File: src/assert_macros.svh
// assertion helpers for the rgb565 to bmp24 stream unit
// expects a clock named clock and a reset named reset in the using module
`ifndef ASSERT_MACROS_SVH
`define ASSERT_MACROS_SVH

// property checked on every rising clock edge outside reset
`define ASSERT_CLK(lbl, prop, msg) \
   lbl: assert property (@(posedge clock) disable iff (reset) prop) else $error(msg);

// condition that must never be seen
`define ASSERT_NEVER(lbl, cond, msg) \
   `ASSERT_CLK(lbl, !(cond), msg)

`endif

File: src/rgb2bmp_pkg.sv
// shared types, constants, side clamp and header byte functions for the rgb565 to bmp24 unit
// no dependencies
`default_nettype none

package rgb2bmp_pkg;

   localparam int unsigned SIDE_W            = 12;
   localparam int unsigned COUNT_W           = 11;
   localparam logic [SIDE_W-1:0] MAX_SIDE    = 12'd2048;
   localparam logic [SIDE_W-1:0] WIDTH_RESET = 12'd800;
   localparam logic [SIDE_W-1:0] HEIGHT_RESET = 12'd480;
   localparam int unsigned QUEUE_DEPTH_DEFAULT = 2;

   // byte positions within the sequence of one pixel job
   localparam int unsigned IDX_W             = 6;
   localparam logic [IDX_W-1:0] PIX_FIRST    = 6'd54;
   localparam logic [IDX_W-1:0] PIX_GREEN    = 6'd55;
   localparam logic [IDX_W-1:0] PIX_RED      = 6'd56;
   localparam logic [IDX_W-1:0] SEQ_LAST_MAX = 6'd59;
   localparam logic [IDX_W-1:0] HDR_FIRST    = 6'd0;

   localparam logic [31:0] HEADER_BYTES = 32'd54;
   localparam logic [7:0]  INFO_SIZE    = 8'd40;
   localparam logic [7:0]  BITS_PER_PIX = 8'd24;

   typedef struct packed {
      logic [SIDE_W-1:0] width;
      logic [SIDE_W-1:0] height;
      logic [31:0]       image_bytes;
   } geom_type;

   typedef struct packed {
      logic [7:0] blue;
      logic [7:0] green;
      logic [7:0] red;
      logic       header;
      logic [1:0] pad;
      logic       image_end;
   } pix_job_type;

   function automatic logic [SIDE_W-1:0] clamp_side(input logic [SIDE_W-1:0] v);
      logic [SIDE_W-1:0] r;
      if (v == '0) begin
         r = {{(SIDE_W-1){1'b0}}, 1'b1};
      end else if (v > MAX_SIDE) begin
         r = MAX_SIDE;
      end else begin
         r = v;
      end
      return r;
   endfunction

   function automatic logic [7:0] hdr_byte(input logic [IDX_W-1:0] idx,
                                           input geom_type g);
      logic [31:0] file_bytes;
      logic [7:0]  b;
      file_bytes = g.image_bytes + HEADER_BYTES;
      case (idx)
         6'd0:    b = 8'h42;
         6'd1:    b = 8'h4D;
         6'd2:    b = file_bytes[7:0];
         6'd3:    b = file_bytes[15:8];
         6'd4:    b = file_bytes[23:16];
         6'd5:    b = file_bytes[31:24];
         6'd10:   b = HEADER_BYTES[7:0];
         6'd14:   b = INFO_SIZE;
         6'd18:   b = g.width[7:0];
         6'd19:   b = {4'h0, g.width[11:8]};
         6'd22:   b = g.height[7:0];
         6'd23:   b = {4'h0, g.height[11:8]};
         6'd26:   b = 8'd1;
         6'd28:   b = BITS_PER_PIX;
         6'd34:   b = g.image_bytes[7:0];
         6'd35:   b = g.image_bytes[15:8];
         6'd36:   b = g.image_bytes[23:16];
         6'd37:   b = g.image_bytes[31:24];
         default: b = 8'h00;
      endcase
      return b;
   endfunction

endpackage

`default_nettype wire

File: src/rgb2bmp_front.sv
// front end: accepts pixels, expands channels, tracks column and row, tags header and padding
// depends on rgb2bmp_pkg
`default_nettype none

module rgb2bmp_front (
   input  wire logic                     clock,
   input  wire logic                     reset,
   input  wire logic                     req_valid,
   output logic                          req_ready,
   input  wire logic [15:0]              req_pixel_word,
   input  wire rgb2bmp_pkg::geom_type    geom,
   input  wire logic                     queue_full,
   output logic                          push,
   output rgb2bmp_pkg::pix_job_type      job
);
   import rgb2bmp_pkg::*;

   logic [COUNT_W-1:0] col_ff, col_in;
   logic [COUNT_W-1:0] row_ff, row_in;
   logic               header_ff, header_in;
   logic [15:0]        sw;
   logic [4:0]         r5, b5;
   logic [5:0]         g6;
   logic               row_end, img_end;

   assign req_ready = !queue_full;
   assign push      = req_valid && !queue_full;

   assign sw = {req_pixel_word[7:0], req_pixel_word[15:8]};
   assign r5 = sw[15:11];
   assign g6 = sw[10:5];
   assign b5 = sw[4:0];

   assign row_end = ({1'b0, col_ff} + 12'd1) >= geom.width;
   assign img_end = row_end && (({1'b0, row_ff} + 12'd1) >= geom.height);

   always_comb begin
      job.blue      = {b5, b5[4:2]};
      job.green     = {g6, g6[5:4]};
      job.red       = {r5, r5[4:2]};
      job.header    = header_ff;
      job.pad       = row_end ? geom.width[1:0] : 2'd0;
      job.image_end = img_end;
   end

   always_comb begin
      col_in    = col_ff;
      row_in    = row_ff;
      header_in = header_ff;
      if (push) begin
         header_in = img_end;
         if (row_end) begin
            col_in = '0;
            row_in = img_end ? '0 : row_ff + 11'd1;
         end else begin
            col_in = col_ff + 11'd1;
         end
      end
   end

   always_ff @(posedge clock) begin
      if (reset) begin
         col_ff    <= '0;
         row_ff    <= '0;
         header_ff <= 1'b1;
      end else begin
         col_ff    <= col_in;
         row_ff    <= row_in;
         header_ff <= header_in;
      end
   end

`include "assert_macros.svh"

   `ASSERT_CLK(a_header_after_end, $rose(header_ff) |-> $past(push && img_end), "header rearmed without image end")
   `ASSERT_NEVER(a_row_end_keeps_col, push && row_end && (col_in != '0), "row end left column nonzero")

endmodule

`default_nettype wire

File: src/rgb2bmp_queue.sv
// short job queue between front and back ends
// depends on rgb2bmp_pkg
`default_nettype none

module rgb2bmp_queue #(
   parameter int unsigned DEPTH = rgb2bmp_pkg::QUEUE_DEPTH_DEFAULT
) (
   input  wire logic                     clock,
   input  wire logic                     reset,
   input  wire logic                     push,
   input  wire rgb2bmp_pkg::pix_job_type push_job,
   input  wire logic                     pop,
   output logic                          full,
   output logic                          empty,
   output rgb2bmp_pkg::pix_job_type      head
);
   import rgb2bmp_pkg::*;

   localparam int unsigned PTR_W = $clog2(DEPTH);
   localparam int unsigned CNT_W = $clog2(DEPTH + 1);
   localparam logic [PTR_W-1:0] PTR_LAST = PTR_W'(DEPTH - 1);
   localparam logic [CNT_W-1:0] CNT_FULL = CNT_W'(DEPTH);

   pix_job_type        slot_ff [DEPTH];
   logic [PTR_W-1:0]   wr_ptr_ff, wr_ptr_in;
   logic [PTR_W-1:0]   rd_ptr_ff, rd_ptr_in;
   logic [CNT_W-1:0]   count_ff, count_in;

   assign full  = (count_ff == CNT_FULL);
   assign empty = (count_ff == '0);
   assign head  = slot_ff[rd_ptr_ff];

   always_comb begin
      wr_ptr_in = wr_ptr_ff;
      rd_ptr_in = rd_ptr_ff;
      count_in  = count_ff;
      if (push) begin
         wr_ptr_in = (wr_ptr_ff == PTR_LAST) ? '0 : wr_ptr_ff + 1'b1;
      end
      if (pop) begin
         rd_ptr_in = (rd_ptr_ff == PTR_LAST) ? '0 : rd_ptr_ff + 1'b1;
      end
      if (push && !pop) begin
         count_in = count_ff + 1'b1;
      end else if (pop && !push) begin
         count_in = count_ff - 1'b1;
      end
   end

   always_ff @(posedge clock) begin
      if (reset) begin
         wr_ptr_ff <= '0;
         rd_ptr_ff <= '0;
         count_ff  <= '0;
      end else begin
         wr_ptr_ff <= wr_ptr_in;
         rd_ptr_ff <= rd_ptr_in;
         count_ff  <= count_in;
      end
   end

   always_ff @(posedge clock) begin
      if (push) begin
         slot_ff[wr_ptr_ff] <= push_job;
      end
   end

`include "assert_macros.svh"

   `ASSERT_NEVER(a_push_full, push && full, "push into full queue")
   `ASSERT_NEVER(a_pop_empty, pop && empty, "pop from empty queue")

endmodule

`default_nettype wire

File: src/rgb2bmp_back.sv
// back end: walks header, pixel and padding bytes of each job into the output register
// depends on rgb2bmp_pkg
`default_nettype none

module rgb2bmp_back (
   input  wire logic                     clock,
   input  wire logic                     reset,
   input  wire rgb2bmp_pkg::geom_type    geom,
   input  wire logic                     empty,
   input  wire rgb2bmp_pkg::pix_job_type head,
   output logic                          pop,
   output logic                          rsp_valid,
   input  wire logic                     rsp_ready,
   output logic [7:0]                    rsp_out_byte,
   output logic                          rsp_last_of_run,
   output logic                          rsp_end_of_image
);
   import rgb2bmp_pkg::*;

   logic             rsp_valid_ff;
   logic [7:0]       byte_ff;
   logic             last_ff;
   logic             end_ff;
   logic             active_ff;
   logic [IDX_W-1:0] idx_ff;
   logic [IDX_W-1:0] cur_idx;
   logic [IDX_W-1:0] last_idx;
   logic             advance;
   logic             is_last;
   logic [7:0]       byte_in;

   assign rsp_valid        = rsp_valid_ff;
   assign rsp_out_byte     = byte_ff;
   assign rsp_last_of_run  = last_ff;
   assign rsp_end_of_image = end_ff;

   assign cur_idx  = active_ff ? idx_ff : (head.header ? HDR_FIRST : PIX_FIRST);
   assign last_idx = PIX_RED + {4'b0000, head.pad};
   assign advance  = !empty && (!rsp_valid_ff || rsp_ready);
   assign is_last  = (cur_idx == last_idx);
   assign pop      = advance && is_last;

   always_comb begin
      priority if (cur_idx < PIX_FIRST) begin
         byte_in = hdr_byte(cur_idx, geom);
      end else if (cur_idx == PIX_FIRST) begin
         byte_in = head.blue;
      end else if (cur_idx == PIX_GREEN) begin
         byte_in = head.green;
      end else if (cur_idx == PIX_RED) begin
         byte_in = head.red;
      end else begin
         byte_in = 8'h00;
      end
   end

   always_ff @(posedge clock) begin
      if (reset) begin
         rsp_valid_ff <= 1'b0;
         active_ff    <= 1'b0;
         idx_ff       <= '0;
      end else if (advance) begin
         rsp_valid_ff <= 1'b1;
         active_ff    <= !is_last;
         idx_ff       <= cur_idx + 6'd1;
      end else if (rsp_ready) begin
         rsp_valid_ff <= 1'b0;
      end
   end

   always_ff @(posedge clock) begin
      if (advance) begin
         byte_ff <= byte_in;
         last_ff <= is_last;
         end_ff  <= is_last && head.image_end;
      end
   end

`include "assert_macros.svh"

   `ASSERT_CLK(a_end_is_last, rsp_valid_ff && end_ff |-> last_ff, "end of image off run end")
   `ASSERT_CLK(a_idx_bound, active_ff |-> idx_ff <= SEQ_LAST_MAX, "byte index past sequence")

endmodule

`default_nettype wire

File: src/rgb565_to_bmp24_stream_unit.sv
// rgb565 to 24-bit bmp byte stream: register port, geometry and front/queue/back hookup
// first byte goes out via the job queue and the output register; a header pixel gives 57..60 bytes
// a pixel gives 3 bytes plus 0..3 row padding bytes, sent through the one-byte output register
// the front end takes a pixel each cycle until the job queue fills
// synchronous reset: width 800, height 480, counters zero, header armed, queue and output empty
`default_nettype none

module rgb565_to_bmp24_stream_unit #(
   parameter int unsigned QUEUE_DEPTH = rgb2bmp_pkg::QUEUE_DEPTH_DEFAULT
) (
   input  wire logic        clock,
   input  wire logic        reset,
   input  wire logic        req_valid,
   output logic             req_ready,
   input  wire logic [15:0] req_pixel_word,
   output logic             rsp_valid,
   input  wire logic        rsp_ready,
   output logic [7:0]       rsp_out_byte,
   output logic             rsp_last_of_run,
   output logic             rsp_end_of_image,
   input  wire logic        csr_psel,
   input  wire logic        csr_penable,
   input  wire logic        csr_pwrite,
   input  wire logic [2:0]  csr_paddr,
   input  wire logic [31:0] csr_pwdata,
   output logic [31:0]      csr_prdata,
   output logic             csr_pready
);
   import rgb2bmp_pkg::*;

   localparam logic REG_IMAGE_WIDTH  = 1'b0;
   localparam logic REG_IMAGE_HEIGHT = 1'b1;

   logic [SIDE_W-1:0] width_ff;
   logic [SIDE_W-1:0] height_ff;
   logic [31:0]       image_bytes_ff;
   logic [SIDE_W-1:0] width_eff;
   logic [SIDE_W-1:0] height_eff;
   logic [13:0]       row_sum;
   logic [13:0]       row_bytes;
   logic [25:0]       image_prod;
   logic              csr_wr;
   geom_type          geom;
   logic              push;
   logic              pop;
   logic              full;
   logic              empty;
   pix_job_type       push_job;
   pix_job_type       head;

   assign csr_pready = 1'b1;
   assign csr_wr     = csr_psel && csr_penable && csr_pwrite;

   always_ff @(posedge clock) begin
      if (reset) begin
         width_ff  <= WIDTH_RESET;
         height_ff <= HEIGHT_RESET;
      end else if (csr_wr) begin
         unique case (csr_paddr[2])
            REG_IMAGE_WIDTH:  width_ff  <= csr_pwdata[SIDE_W-1:0];
            REG_IMAGE_HEIGHT: height_ff <= csr_pwdata[SIDE_W-1:0];
            default:          width_ff  <= width_ff;
         endcase
      end
   end

   always_comb begin
      unique case (csr_paddr[2])
         REG_IMAGE_WIDTH:  csr_prdata = {20'h00000, width_ff};
         REG_IMAGE_HEIGHT: csr_prdata = {20'h00000, height_ff};
         default:          csr_prdata = '0;
      endcase
   end

   assign width_eff  = clamp_side(width_ff);
   assign height_eff = clamp_side(height_ff);

   // row is 3*width rounded up to a multiple of 4
   assign row_sum    = {2'b00, width_eff} + {1'b0, width_eff, 1'b0} + 14'd3;
   assign row_bytes  = {row_sum[13:2], 2'b00};
   assign image_prod = row_bytes * height_eff;

   always_ff @(posedge clock) begin
      image_bytes_ff <= {6'b000000, image_prod};
   end

   always_comb begin
      geom.width       = width_eff;
      geom.height      = height_eff;
      geom.image_bytes = image_bytes_ff;
   end

   rgb2bmp_front u_front (
      .clock          (clock),
      .reset          (reset),
      .req_valid      (req_valid),
      .req_ready      (req_ready),
      .req_pixel_word (req_pixel_word),
      .geom           (geom),
      .queue_full     (full),
      .push           (push),
      .job            (push_job)
   );

   rgb2bmp_queue #(
      .DEPTH (QUEUE_DEPTH)
   ) u_queue (
      .clock    (clock),
      .reset    (reset),
      .push     (push),
      .push_job (push_job),
      .pop      (pop),
      .full     (full),
      .empty    (empty),
      .head     (head)
   );

   rgb2bmp_back u_back (
      .clock            (clock),
      .reset            (reset),
      .geom             (geom),
      .empty            (empty),
      .head             (head),
      .pop              (pop),
      .rsp_valid        (rsp_valid),
      .rsp_ready        (rsp_ready),
      .rsp_out_byte     (rsp_out_byte),
      .rsp_last_of_run  (rsp_last_of_run),
      .rsp_end_of_image (rsp_end_of_image)
   );

endmodule

`default_nettype wire
File: config.mk
export PLATFORM = sky130hd
export DESIGN_NAME = rgb565_to_bmp24_stream_unit
export DESIGN_NICKNAME = d
export VERILOG_FILES = /design/src/rgb2bmp_pkg.sv /design/src/rgb2bmp_front.sv /design/src/rgb2bmp_queue.sv /design/src/rgb2bmp_back.sv /design/src/rgb565_to_bmp24_stream_unit.sv
export VERILOG_INCLUDE_DIRS = /design/src /design/src/src
export SDC_FILE = /design/constraint.sdc
export NUM_CORES = 1
export LEC_CHECK = 0
export ABC_AREA = 1
export BUFFER_PORTS_ARGS = -buffer_cell sky130_fd_sc_hd__buf_4
export CAP_MARGIN = 10
export CELL_PAD_IN_SITES_DETAIL_PLACEMENT = 1
export CELL_PAD_IN_SITES_GLOBAL_PLACEMENT = 2
export CORE_ASPECT_RATIO = 0.75
export CORE_MARGIN = 2
export CORE_UTILIZATION = 35
export CTS_CLUSTER_DIAMETER = 120
export DETAILED_ROUTE_END_ITERATION = 8
export PLACE_DENSITY = 0.87
export SLEW_MARGIN = 20
export SYNTH_ARGS = -nofsm -noshare
export SYNTH_HDL_FRONTEND = slang
export SYNTH_HIERARCHICAL = 1
export SYNTH_SLANG_ARGS = --single-unit
File: constraint.sdc
create_clock -name clock -period 15.8 [get_ports clock]
set_input_delay 3.95 -clock clock [delete_from_list [all_inputs] [get_ports clock]]
set_output_delay 3.95 -clock clock [all_outputs]
set_load 0.01 [all_outputs]
After elaboration in Yosys (flattened, before gate mapping)
Memories as Yosys holds them, arrays and structs flattened. A register that Yosys moved wholly into a read port is not among the register bits.
Cells that the tools add are included.
Storage, ports and cells
  register bits: 93
  memory bits (writable): 56
  input port bits: 58
  output and inout bits: 45
  word-level logic and storage cells: 108
  memories kept: 1
Cells by class
  $add $sub $neg: 13
  multiply operators: 1
  magnitude comparators: 5
  equality and inequality tests: 22
  muxes and demuxes: 25
  bitwise gates (word level): 1
  reduce and logical (&&, ||, !) cells: 25
Memories
  u_queue.slot_ff: depth 2, width 28, rd ports 1, clocked after memory_dff 1, wr ports 1, RTL line rgb2bmp_queue.sv:24  | pix_job_type slot_ff [DEPTH];
Operators by type and width (number)
  $pmux W8 S18: 1
  $pmux W32 S2: 1
  $mux W12: 4
  $eq A6 B6 Y1 const B: 7
  $eq A6 B5 Y1 const B: 6
  $mux W8: 4
  $add A26 B6 Y27 const B: 1
  $add A11 B1 Y12 const B: 2
  $ge A12 B12 Y1: 2
  $gt A12 B12 Y1 const B: 2
  $logic_not A12 Y1: 2
  $mul A12 B12 Y24: 1
  $add A11 B1 Y11 const B: 2
  $mux W11: 2
  $add A12 B13 Y14: 1
  $add A14 B2 Y14 const B: 1
  $eq A6 B2 Y1 const B: 2
  $eq A6 B3 Y1 const B: 2
  $eq A6 B4 Y1 const B: 2
  $mux W6: 2
  $logic_and A1 B1 Y1: 9
  $mux W1: 8
  $add A6 B1 Y6 const B: 1
  $eq A6 B1 Y1 const B: 1
  15 further kinds: 26

Longest topological paths before layout
Gate-level depths: netlist of the first run.
  depth in word-level cells: 7
  mapped depth: 34
  gate-level depth less buffers: 34

Modules after synthesis
The synthesis of the first run kept the hierarchy.
By module, submodules not included
  rgb565_to_bmp24_stream_unit: times used 1, cells an instance 918, area an instance 7189.4 µm², seq. area each 960.9 µm²
  rgb2bmp_back: times used 1, cells an instance 537, area an instance 2895.3 µm², seq. area each 460.4 µm²
  rgb2bmp_queue: times used 1, cells an instance 120, area an instance 2349.8 µm², seq. area each 1781.7 µm²
  rgb2bmp_front: times used 1, cells an instance 336, area an instance 2192.1 µm², seq. area each 460.4 µm²

Least setup slack after synthesis of the first run
Ideal clock, no wire load.
  path kind: input-to-output
  start: input csr_paddr[2]
  end: output csr_prdata[10]
  data arrival time: 4.410 ns
  required time: 11.850 ns
  path slack: 7.440 ns
  stages: 2
  path buffers: 1
  cell sequence: clkbuf_1 > o21ai_0
On the way
  cells in the longest elaborated chain, start to end: 2
Ends and longest elaborated chain
  start: declaration: RTL line rgb565_to_bmp24_stream_unit.sv:24  | input wire logic [2:0] csr_paddr,
  $not A1 Y1 (no source line)
  $pmux W32 S2 *: RTL line rgb565_to_bmp24_stream_unit.sv:68  | unique case (csr_paddr[2])
  end: declaration: RTL line rgb565_to_bmp24_stream_unit.sv:26  | output logic [31:0] csr_prdata,
Mark *: on every way between the ends. The rest lies on a longest branch, timed or not. The select of a mux whose other input is x is not followed.

Worst setup path after layout of the first run
  start: input csr_paddr[2]
  end: output csr_prdata[0]
The elaborated chain is that of the path after synthesis.

==> metrics.md, run 1 <==
| Metric | Value |
|---|---|
| Total Wirelength | `44.09 mm` |
| Non-Filler Cell Area, Final | `16,010 um^2` |
| Detail Route Antenna Nets | `0` |
| CP peak stage delay | `0.33 ns` |
| # rows | `64` |
| Critical Path Fanout Max | `25` |
| Register area share after synthesis | `0.2505` |
| Crit-path cells | `buf_4 > o21ai_0 > buf_4` |
| Critical Path RT | `11.85 ns` |
| Core area | `41,000 um^2` |
| Inserted Diodes | `0` |
| Slowest CP cell | `o21ai_0` |
| Clock root cell | `clkbuf_16` |
| Min-Delay Startpoint | `u_front/col_ff[8]` |
| Mapped Avg Cell Area | `7.654 um^2` |
| Final Wtd Congestion | `0.8863` |
| Register bit count reported by yosys | `150` |
| Met1 WL | `22.45 mm` |
| Worst-path clk slew | `0.07 ns` |
| Sequential fraction of design power | `0.265` |
| VDD IR max | `0.07232 mV` |
| Synth Warn # | `6` |
| Syn Inst Count | `1,911` |
| DR top layer | `met4` |
| Layout area overhead | `9.427%` |
| Post-CTS Hold Fix Bufs | `0` |
| Setup Crit Path Kind | `input port to output pin` |
| Number of antenna violations at the first check in global routing | `0` |
| All-Layer GR Usage | `0.2072` |
| Setup ws final | `7.189 ns` |
| Met2 Routed Length | `19.17 mm` |
| Global-route wire length before repair | `71.05 mm` |
| Critical path arrival | `4.66 ns` |
| Layout fillers | `5,099` |
| Chip height | `181.0 um` |
| Post-cts sizing count | `0` |
| Worst Skew | `0.01295 ns` |
| CTS tree | `yes` |
| Post-CTS Setup Bufs | `0` |
| Initial DRC Count | `711` |
| Final Hold Fails | `0` |
| DRC violations left | `0` |
| Commonest non-fill, non-tap cell in the layout | `nand2_1` |
| Initial Util | `0.3568` |
| Highest Clock Rate | `0.1161 GHz` |
| Total global routing overflow | `0` |
| Slew @ Worst Pin | `0.9540 ns` |
| I/O Buffers | `59` |
| Die W | `240.1 um` |
| Routed len/inst | `17.42 um` |
| Vias in the first global route | `13,158` |
| Via-to-Cell Ratio | `4.960` |
| Drt pass-1 iters | `5` |
| Max_slew headroom | `0.3617` |
| Setup violations, final | `0` |
| Psw | `0.0008848 W` |
| Synthesized area | `14,630 um^2` |
| Worst hold path type | `register to register` |
| Internal | `0.001031 W` |
| # nets final | `2,228` |
| Most frequent cells in the layout | `382 x nand2_1, 294 x inv_1, 240 x nor2_1, 143 x nand3_1, 113 x ha_1` |
| PwrDens | `119.7 nW/um^2` |
| CP Launch Point | `csr_paddr[2]` |
| Cts bufs inserted | `17` |
| Post-synth EDFFs | `66` |
| H-tree levels | `4` |
| Switch share | `0.4618` |
| Placed cell area | `15,420 um^2` |
| Sequential standard cell area | `3664 um^2` |
| Clock Path Buffers | `2` |
| Max_cap viols | `0` |
| Startpoint Class | `input port` |
| Hpwl dp | `35.29 mm` |
| Clock sinks | `150` |
| Most used DFF post-synth | `dfxtp_1` |
| Clk pwr share | `0.216` |
| Met3 wire len | `1.923 mm` |
| Gate power share | `0.519` |
| Pin count of the biggest net entering global routing | `36` |
| I/O pin cnt | `103` |
| Period utilisation layout | `0.5450` |
| Layout cell share with drive strength beyond 1 | `0.09949` |
| RSZ-0062 raised after global routing | `no` |
| Crit path capture type | `output pin` |
| Die footprint | `43,460 um^2` |
| Clk_lat worst skew | `0.46 ns` |
| Fin crit period | `8.611 ns` |
| Distinct cell type count of the synthesized netlist | `52` |
| Async set or reset register ratio after synthesis | `0` |
| Final Max Tran Viols | `0` |
| Status | `finished clean` |
| Reg2reg start | `width_ff[10]` |
| Vias | `12,554` |
| Pre-CTS setup slack | `7.239 ns` |
| Area of the multi-input gates | `9437 um^2` |
| Static leakage | `7.649 nW` |
| CP most frequent cell | `buf_4` |
| Setup_tns | `0 ns` |
-- synthesized netlist by cell type (all sizes together), types with 11 or more instances --
cell      n  area, um^2
o21ai    75       390.4
nand2   405        1608
a21o     11       82.58
clkbuf   21       78.83
nand3   153       815.8
xor2     27       289.0
edfxtp   66        1982
nor2    259        1037
fa      100        2002
dfxtp    84        1682
nor3     18       117.6
mux2     28       390.4
a21oi    95       486.7
buf      65       500.5
nand4    37       231.5
ha      113        1414
inv     302        1134
xnor2    15       131.4
-- metal layers --
layer / GRT usage / vias to the layer above
li1: - / 6103
met1: 0.3032 / 6170
met2: 0.3212 / 247
met3: 0.03453 / 34
met4: 0.04025 / 0
met5: 0 / -
-- logic make-up (layout without fill, tap and decap cells) --
| family | Yosys count | in the layout | share of synthesized area |
|---|---|---|---|
| and+or+nand+nor | 885 | 885 | 0.2666 |
| buffers and inverters | 390 | 399 | 0.1176 |
| adders and majority gates | 213 | 213 | 0.2335 |
| AOI/OAI and AO/OA | 201 | 201 | 0.07579 |
| DFF | 150 | 150 | 0.2505 |
| xor gates and xnor gates | 42 | 42 | 0.02874 |
| muxes | 28 | 28 | 0.02669 |
| other | 2 | 52 | 0.0005135 |
-- power groups by stage --
stage / Clock [W] / Combinational [W] / Sequential, W
floorplan: 0 / 0.000714 / 0.000497
global placement: 0 / 0.000969 / 0.000516
detailed placement: 0 / 0.000990 / 0.000517
CTS: 0.000423 / 0.00100 / 0.000508
global route: 0.000439 / 0.00114 / 0.000513
finish: 0.000414 / 0.000994 / 0.000508
-- metrics by stage --
step | std cells | hold WS, ns | total power [W] | utilization
after floorplan | 1961 | 0.4434 | 0.001211 | -
after global placement | 2499 | 0.4544 | 0.001485 | 0.3760
after detailed placement | 2499 | 0.4578 | 0.001507 | 0.3760
after CTS | 2531 | 0.4687 | 0.001932 | 0.3904
after global routing | 2531 | 0.5074 | 0.002088 | 0.3904
final | 2531 | 0.4657 | 0.001916 | 0.3904
-- worst max-delay path: cells and delay by family --
| kind | cells | cell delay, ns |
|---|---|---|
| buffers and inverters | 2 | 0.38 |
| AOI/OAI and AO/OA | 1 | 0.33 |
-- final timing paths --
path                                            to  slack (ns)  cells past startpoint
worst min register to register   u_front/col_ff[8]        0.47                      2
worst max register to register  image_bytes_ff[17]        7.76                     29
worst max-delay path                 csr_prdata[0]        7.19                      3
worst min-delay path             u_front/col_ff[8]        0.47                      2
-- registers in the layout, indices dropped and copies added (netlist names), named ones only --
| signal | count |
|---|---|
| u_queue/rd_ptr_ff | 1 |
| image_bytes_ff | 24 |
| u_back/rsp_out_byte | 8 |
| u_back/rsp_end_of_image | 1 |
| height_ff | 12 |
| u_back/rsp_last_of_run | 1 |
| u_front/row_ff | 11 |
| u_front/header_ff | 1 |
| u_queue/count_ff | 2 |
| u_queue/wr_ptr_ff | 1 |
| u_back/rsp_valid | 1 |
| u_back/idx_ff | 6 |
| u_front/col_ff | 11 |
| width_ff | 12 |
| u_back/active_ff | 1 |
| u_queue/slot_ff | 56 |
-- final cells by class --
| class | count | share of cell area |
|---|---|---|
| Clock inverter | 15 | 0.01024 |
| Clock buffer | 17 | 0.02658 |
| Tap cell | 561 | 0.04386 |
| Timing Repair Buffer | 63 | 0.02955 |
| Inverter | 304 | 0.07129 |
| Sequential cell | 150 | 0.2289 |
| Multi-Input combinational cell | 1421 | 0.5896 |
No activity file was read; power rests on OpenSTA's default activity.
==> run 2: changes to the inputs <==
--- a/config.mk
+++ b/config.mk
@@ -6,7 +6,7 @@
 export SDC_FILE = /design/constraint.sdc
 export NUM_CORES = 1
 export LEC_CHECK = 0
-export ABC_AREA = 1
+export ABC_AREA = 0
 export BUFFER_PORTS_ARGS = -buffer_cell sky130_fd_sc_hd__buf_4
 export CAP_MARGIN = 10
 export CELL_PAD_IN_SITES_DETAIL_PLACEMENT = 1
@@ -16,7 +16,7 @@
 export CORE_UTILIZATION = 35
 export CTS_CLUSTER_DIAMETER = 120
 export DETAILED_ROUTE_END_ITERATION = 8
-export PLACE_DENSITY = 0.87
+export PLACE_DENSITY = 0.84
 export SLEW_MARGIN = 20
 export SYNTH_ARGS = -nofsm -noshare
 export SYNTH_HDL_FRONTEND = slang
==> constraint.sdc (replaced) <==
create_clock -name clock -period 9 [get_ports clock]
set_input_delay 2.25 -clock clock [delete_from_list [all_inputs] [get_ports clock]]
set_output_delay 2.25 -clock clock [all_outputs]
set_load 0.01 [all_outputs]
==> metrics.md, run 2 <==
| Metric | Value |
|---|---|
| Status | `finished clean (unchanged)` |
| Synth cell count leaders | `184 x nand2_1, 174 x inv_1, 115 x nor2_1, 113 x ha_1, 100 x fa_1 (was 382 x nand2_1, 295 x inv_1, 241 x nor2_1, 143 x nand3_1, 113 x ha_1)` |
| Post-cts sizing count | `0 (unchanged)` |
| Distinct cell type count of the synthesized netlist | `91 (was 52)` |
| Core area | `39,810 um^2 (was 41,000 um^2)` |
| Psw | `0.001271 W (was 0.0008848 W)` |
| Max_slew headroom | `0.3368 (was 0.3617)` |
| Compound-Gate Fraction of Synth Area | `0.1459 (was 0.07579)` |
| VDD IR max | `0.1290 mV (was 0.07232 mV)` |
| Gate power share | `0.449 (was 0.519)` |
| Post-CTS Hold Fix Bufs | `0 (unchanged)` |
| Commonest non-fill, non-tap cell in the layout | `nand2_1 (unchanged)` |
| XOR/XNOR Fraction of Synth Area | `0.04789 (was 0.02874)` |
| Static leakage | `6.914 nW (was 7.649 nW)` |
| I/O pin cnt | `103 (unchanged)` |
| Non-Filler Cell Area, Final | `15,610 um^2 (was 16,010 um^2)` |
| Post-CTS Setup Bufs | `0 (unchanged)` |
| Via-to-Cell Ratio | `5.288 (was 4.960)` |
| Worst-path clk slew | `0.07 ns (about the same)` |
| Setup Crit Path Kind | `register to register (was input port to output pin)` |
| Clk_lat worst skew | `0.45 ns (was 0.46 ns)` |
| Switch share | `0.4135 (was 0.4618)` |
| Crit path capture type | `register (was output pin)` |
| Detail Route Antenna Nets | `0 (unchanged)` |
| Chip height | `178.7 um (was 181.0 um)` |
| Synth Warn # | `6 (unchanged)` |
| Most flop-heavy register | `u_queue/slot_ff (unchanged)` |
| Routed len/inst | `19.67 um (was 17.42 um)` |
| Setup violations, final | `0 (unchanged)` |
| Internal | `0.001802 W (was 0.001031 W)` |
| # rows | `63 (was 64)` |
| Dominant cell type by area after synthesis | `fa_1 (unchanged)` |
| Drt pass-1 iters | `5 (unchanged)` |
| Startpoint Class | `register (was input port)` |
| Highest Clock Rate | `0.1225 GHz` |
| Initial DRC Count | `633 (was 711)` |
| Register area share after synthesis | `0.2573 (was 0.2505)` |
| Most frequent cells in the layout | `184 x nand2_1, 174 x inv_1, 115 x nor2_1, 113 x ha_1, 100 x fa_1 (was 382 x nand2_1, 294 x inv_1, 240 x nor2_1, 143 x nand3_1, 113 x ha_1)` |
| Synth Area in Simple Gates | `0.1808 (was 0.2666)` |
| Synth area leaders | `fa_1 14%, edfxtp_1 14%, dfxtp_1 12% (was fa_1 14%, edfxtp_1 14%, dfxtp_1 11%)` |
| Cts bufs inserted | `17 (unchanged)` |
| Sequential fraction of design power | `0.307 (was 0.265)` |
| CTS tree | `yes (unchanged)` |
| Mapped Avg Cell Area | `9.013 um^2 (was 7.654 um^2)` |
| Area share of the largest cell type after synthesis | `0.1406 (was 0.1369)` |
| Slew @ Worst Pin | `0.9935 ns (was 0.9540 ns)` |
| Clock sinks | `150 (unchanged)` |
| Setup_tns | `0 ns (unchanged)` |
| Layout fillers | `4,603 (was 5,099)` |
| I/O Buffers | `59 (unchanged)` |
| Hpwl dp | `32.90 mm (was 35.29 mm)` |
| Pin count of the biggest net entering global routing | `48 (was 36)` |
| Max_cap viols | `0 (unchanged)` |
| Total global routing overflow | `0 (unchanged)` |
| Vias | `11,321 (was 12,554)` |
| Finished Layout Cells | `2,141 (was 2,531)` |
| Critical Path Fanout Max | `25 (unchanged)` |
| Post-synth EDFFs | `66 (unchanged)` |
| Global-route wire length before repair | `66.97 mm (was 71.05 mm)` |
| Largest registers | `u_queue/slot_ff: 56 flops, image_bytes_ff: 24 flops (unchanged)` |
| Layout cell share with drive strength beyond 1 | `0.1192 (was 0.09949)` |
| Fin crit period | `8.162 ns` |
| # nets final | `1,877 (was 2,228)` |
| All-Layer GR Usage | `0.2033 (was 0.2072)` |
| Placed cell area | `14,990 um^2 (was 15,420 um^2)` |
| Max reg flops | `56 (unchanged)` |
| Critical path arrival | `8.53 ns (was 4.66 ns)` |
| Synthesized area | `14,240 um^2 (was 14,630 um^2)` |
| H-tree levels | `4 (unchanged)` |
| Number of antenna violations at the first check in global routing | `0 (unchanged)` |
| Initial Util | `0.3577 (was 0.3568)` |
| Final Max Tran Viols | `0 (unchanged)` |
| Final Wtd Congestion | `0.8875 (was 0.8863)` |
| # placed instances | `2,107 (was 2,499)` |
| Multiplexer share of the synthesized area | `0.03813 (was 0.02669)` |
| RSZ-0062 raised after global routing | `no (unchanged)` |
| Flop-to-flop setup slack | `0.84 ns (was 7.76 ns)` |
| Most frequent cell after synthesis | `nand2_1 (unchanged)` |
| Adder-cell share of the synthesized area | `0.2399 (was 0.2335)` |
| Most used DFF post-synth | `dfxtp_1 (unchanged)` |
| Worst hold path type | `register to register (unchanged)` |
| PwrDens | `196.9 nW/um^2 (was 119.7 nW/um^2)` |
| Register bit count reported by yosys | `150 (unchanged)` |
| Vias in the first global route | `11,796 (was 13,158)` |
| Pre-CTS setup slack | `0.8733 ns (was 7.239 ns)` |
| Syn Inst Count | `1,580 (was 1,911)` |
| Clock root cell | `clkbuf_16 (unchanged)` |
| Largest family of logic cells by synthesized area | `adder cells (was simple AND/OR/NAND/NOR gates)` |
| Critical Path RT | `9.37 ns (was 11.85 ns)` |
| Worst Skew | `0.01174 ns (was 0.01295 ns)` |
| Die W | `236.9 um (was 240.1 um)` |
| Total Wirelength | `42.12 mm (was 44.09 mm)` |
| Final Hold Fails | `0 (unchanged)` |
| Setup ws final | `0.8384 ns (was 7.189 ns)` |
| Period utilisation layout | `0.9068` |
| Async set or reset register ratio after synthesis | `0 (unchanged)` |
| Layout area overhead | `9.612% (was 9.427%)` |
| Clk pwr share | `0.244 (was 0.216)` |
| Die footprint | `42,330 um^2 (was 43,460 um^2)` |
| Clock Path Buffers | `2 (unchanged)` |
| DRC violations left | `0 (unchanged)` |
run 2: changes by cell type after synthesis, sizes merged, moves of 23 or more:
cell / before / now
nand2: 405 / 184
nor2: 259 / 115
inv: 302 / 174
nand3: 153 / 36
o21ai: 75 / 42
clkbuf: 21 / 49
xnor2: 15 / 43
a21oi: 95 / 68
nand4: 37 / 11
nor2b: 0 / 26
nand2b: 0 / 25
and3: 0 / 24
and2: 1 / 24
run 2: cell families after synthesis:
group | Yosys count
buffers and inverters | 285
XOR/XNOR | 77
flip-flops | 150
multiplexers | 49
AND/OR/NAND/NOR | 530
adder cells (fa/ha/maj) | 213
AO/OA/AOI/OAI | 274
other | 2
run 2: worst max-delay path, cell delays in order, from the launching register on:
cell and delay, ns:
dfxtp_1 0.86, nor2_1 0.39, or2_2 0.37, ha_1 0.34, and4b_1 0.23, o21ai_2 0.08
a31o_2 0.28, a211oi_1 0.39, or3_1 0.46, nand3_1 0.19, fa_1 0.54, inv_1 0.05
fa_1 0.52, fa_1 0.45, fa_1 0.58, inv_1 0.07, fa_1 0.56, inv_1 0.05
ha_1 0.38, a21oi_1 0.15, o21ai_0 0.13, o31a_1 0.26, a311o_2 0.42, o221ai_2 0.16
xnor2_1 0.15
run 2: power groups by stage:
stage,clock [W],combinational (W),sequential [W]
finish,0.000749,0.00138,0.000943
global route,0.000796,0.00156,0.000958
CTS,0.000772,0.00138,0.000942
detailed placement,0,0.00137,0.000957
global placement,0,0.00133,0.000950
floorplan,0,0.00102,0.000896
run 2: cell type report:
class | count | area, um^2 | area share
Tap cell | 520 | 650.6 | 0.04168
Antenna cell | 2 | 5.005 | 0.0003206
Inverter | 174 | 653.1 | 0.04184
Clock buffer | 17 | 425.4 | 0.02725
Timing Repair Buffer | 74 | 555.5 | 0.03559
Sequential cell | 150 | 3664 | 0.2347
Clock inverter | 15 | 186.4 | 0.01194
Multi-Input combinational cell | 1189 | 9469 | 0.6067
run 2: layer usage:
metal	up-vias	wire [um]	track usage
li1	5360	-	-
met2	286	18250	0.3130
met4	0	317	0.03534
met5	-	0	0
met1	5652	21230	0.3028
met3	23	2322	0.03249
run 2: worst paths after layout:
path / startpoint / to / cells past startpoint
min reg2reg: u_front/header_ff / u_queue/slot_ff[0][3] / 0
min: u_front/header_ff / u_queue/slot_ff[0][3] / 0
max: width_ff[11] / image_bytes_ff[25] / 24
max reg2reg: width_ff[11] / image_bytes_ff[25] / 24
run 2: per-stage QoR:
| step | total power (W) | utilization | hold slack [ns] |
|---|---|---|---|
| detailed placement | 0.002327 | 0.3766 | 0.4764 |
| floorplan | 0.001919 | - | 0.4453 |
| global route | 0.003309 | 0.3920 | 0.5116 |
| CTS | 0.003098 | 0.3920 | 0.4948 |
| global placement | 0.002281 | 0.3766 | 0.4449 |
| finish | 0.003073 | 0.3921 | 0.4779 |
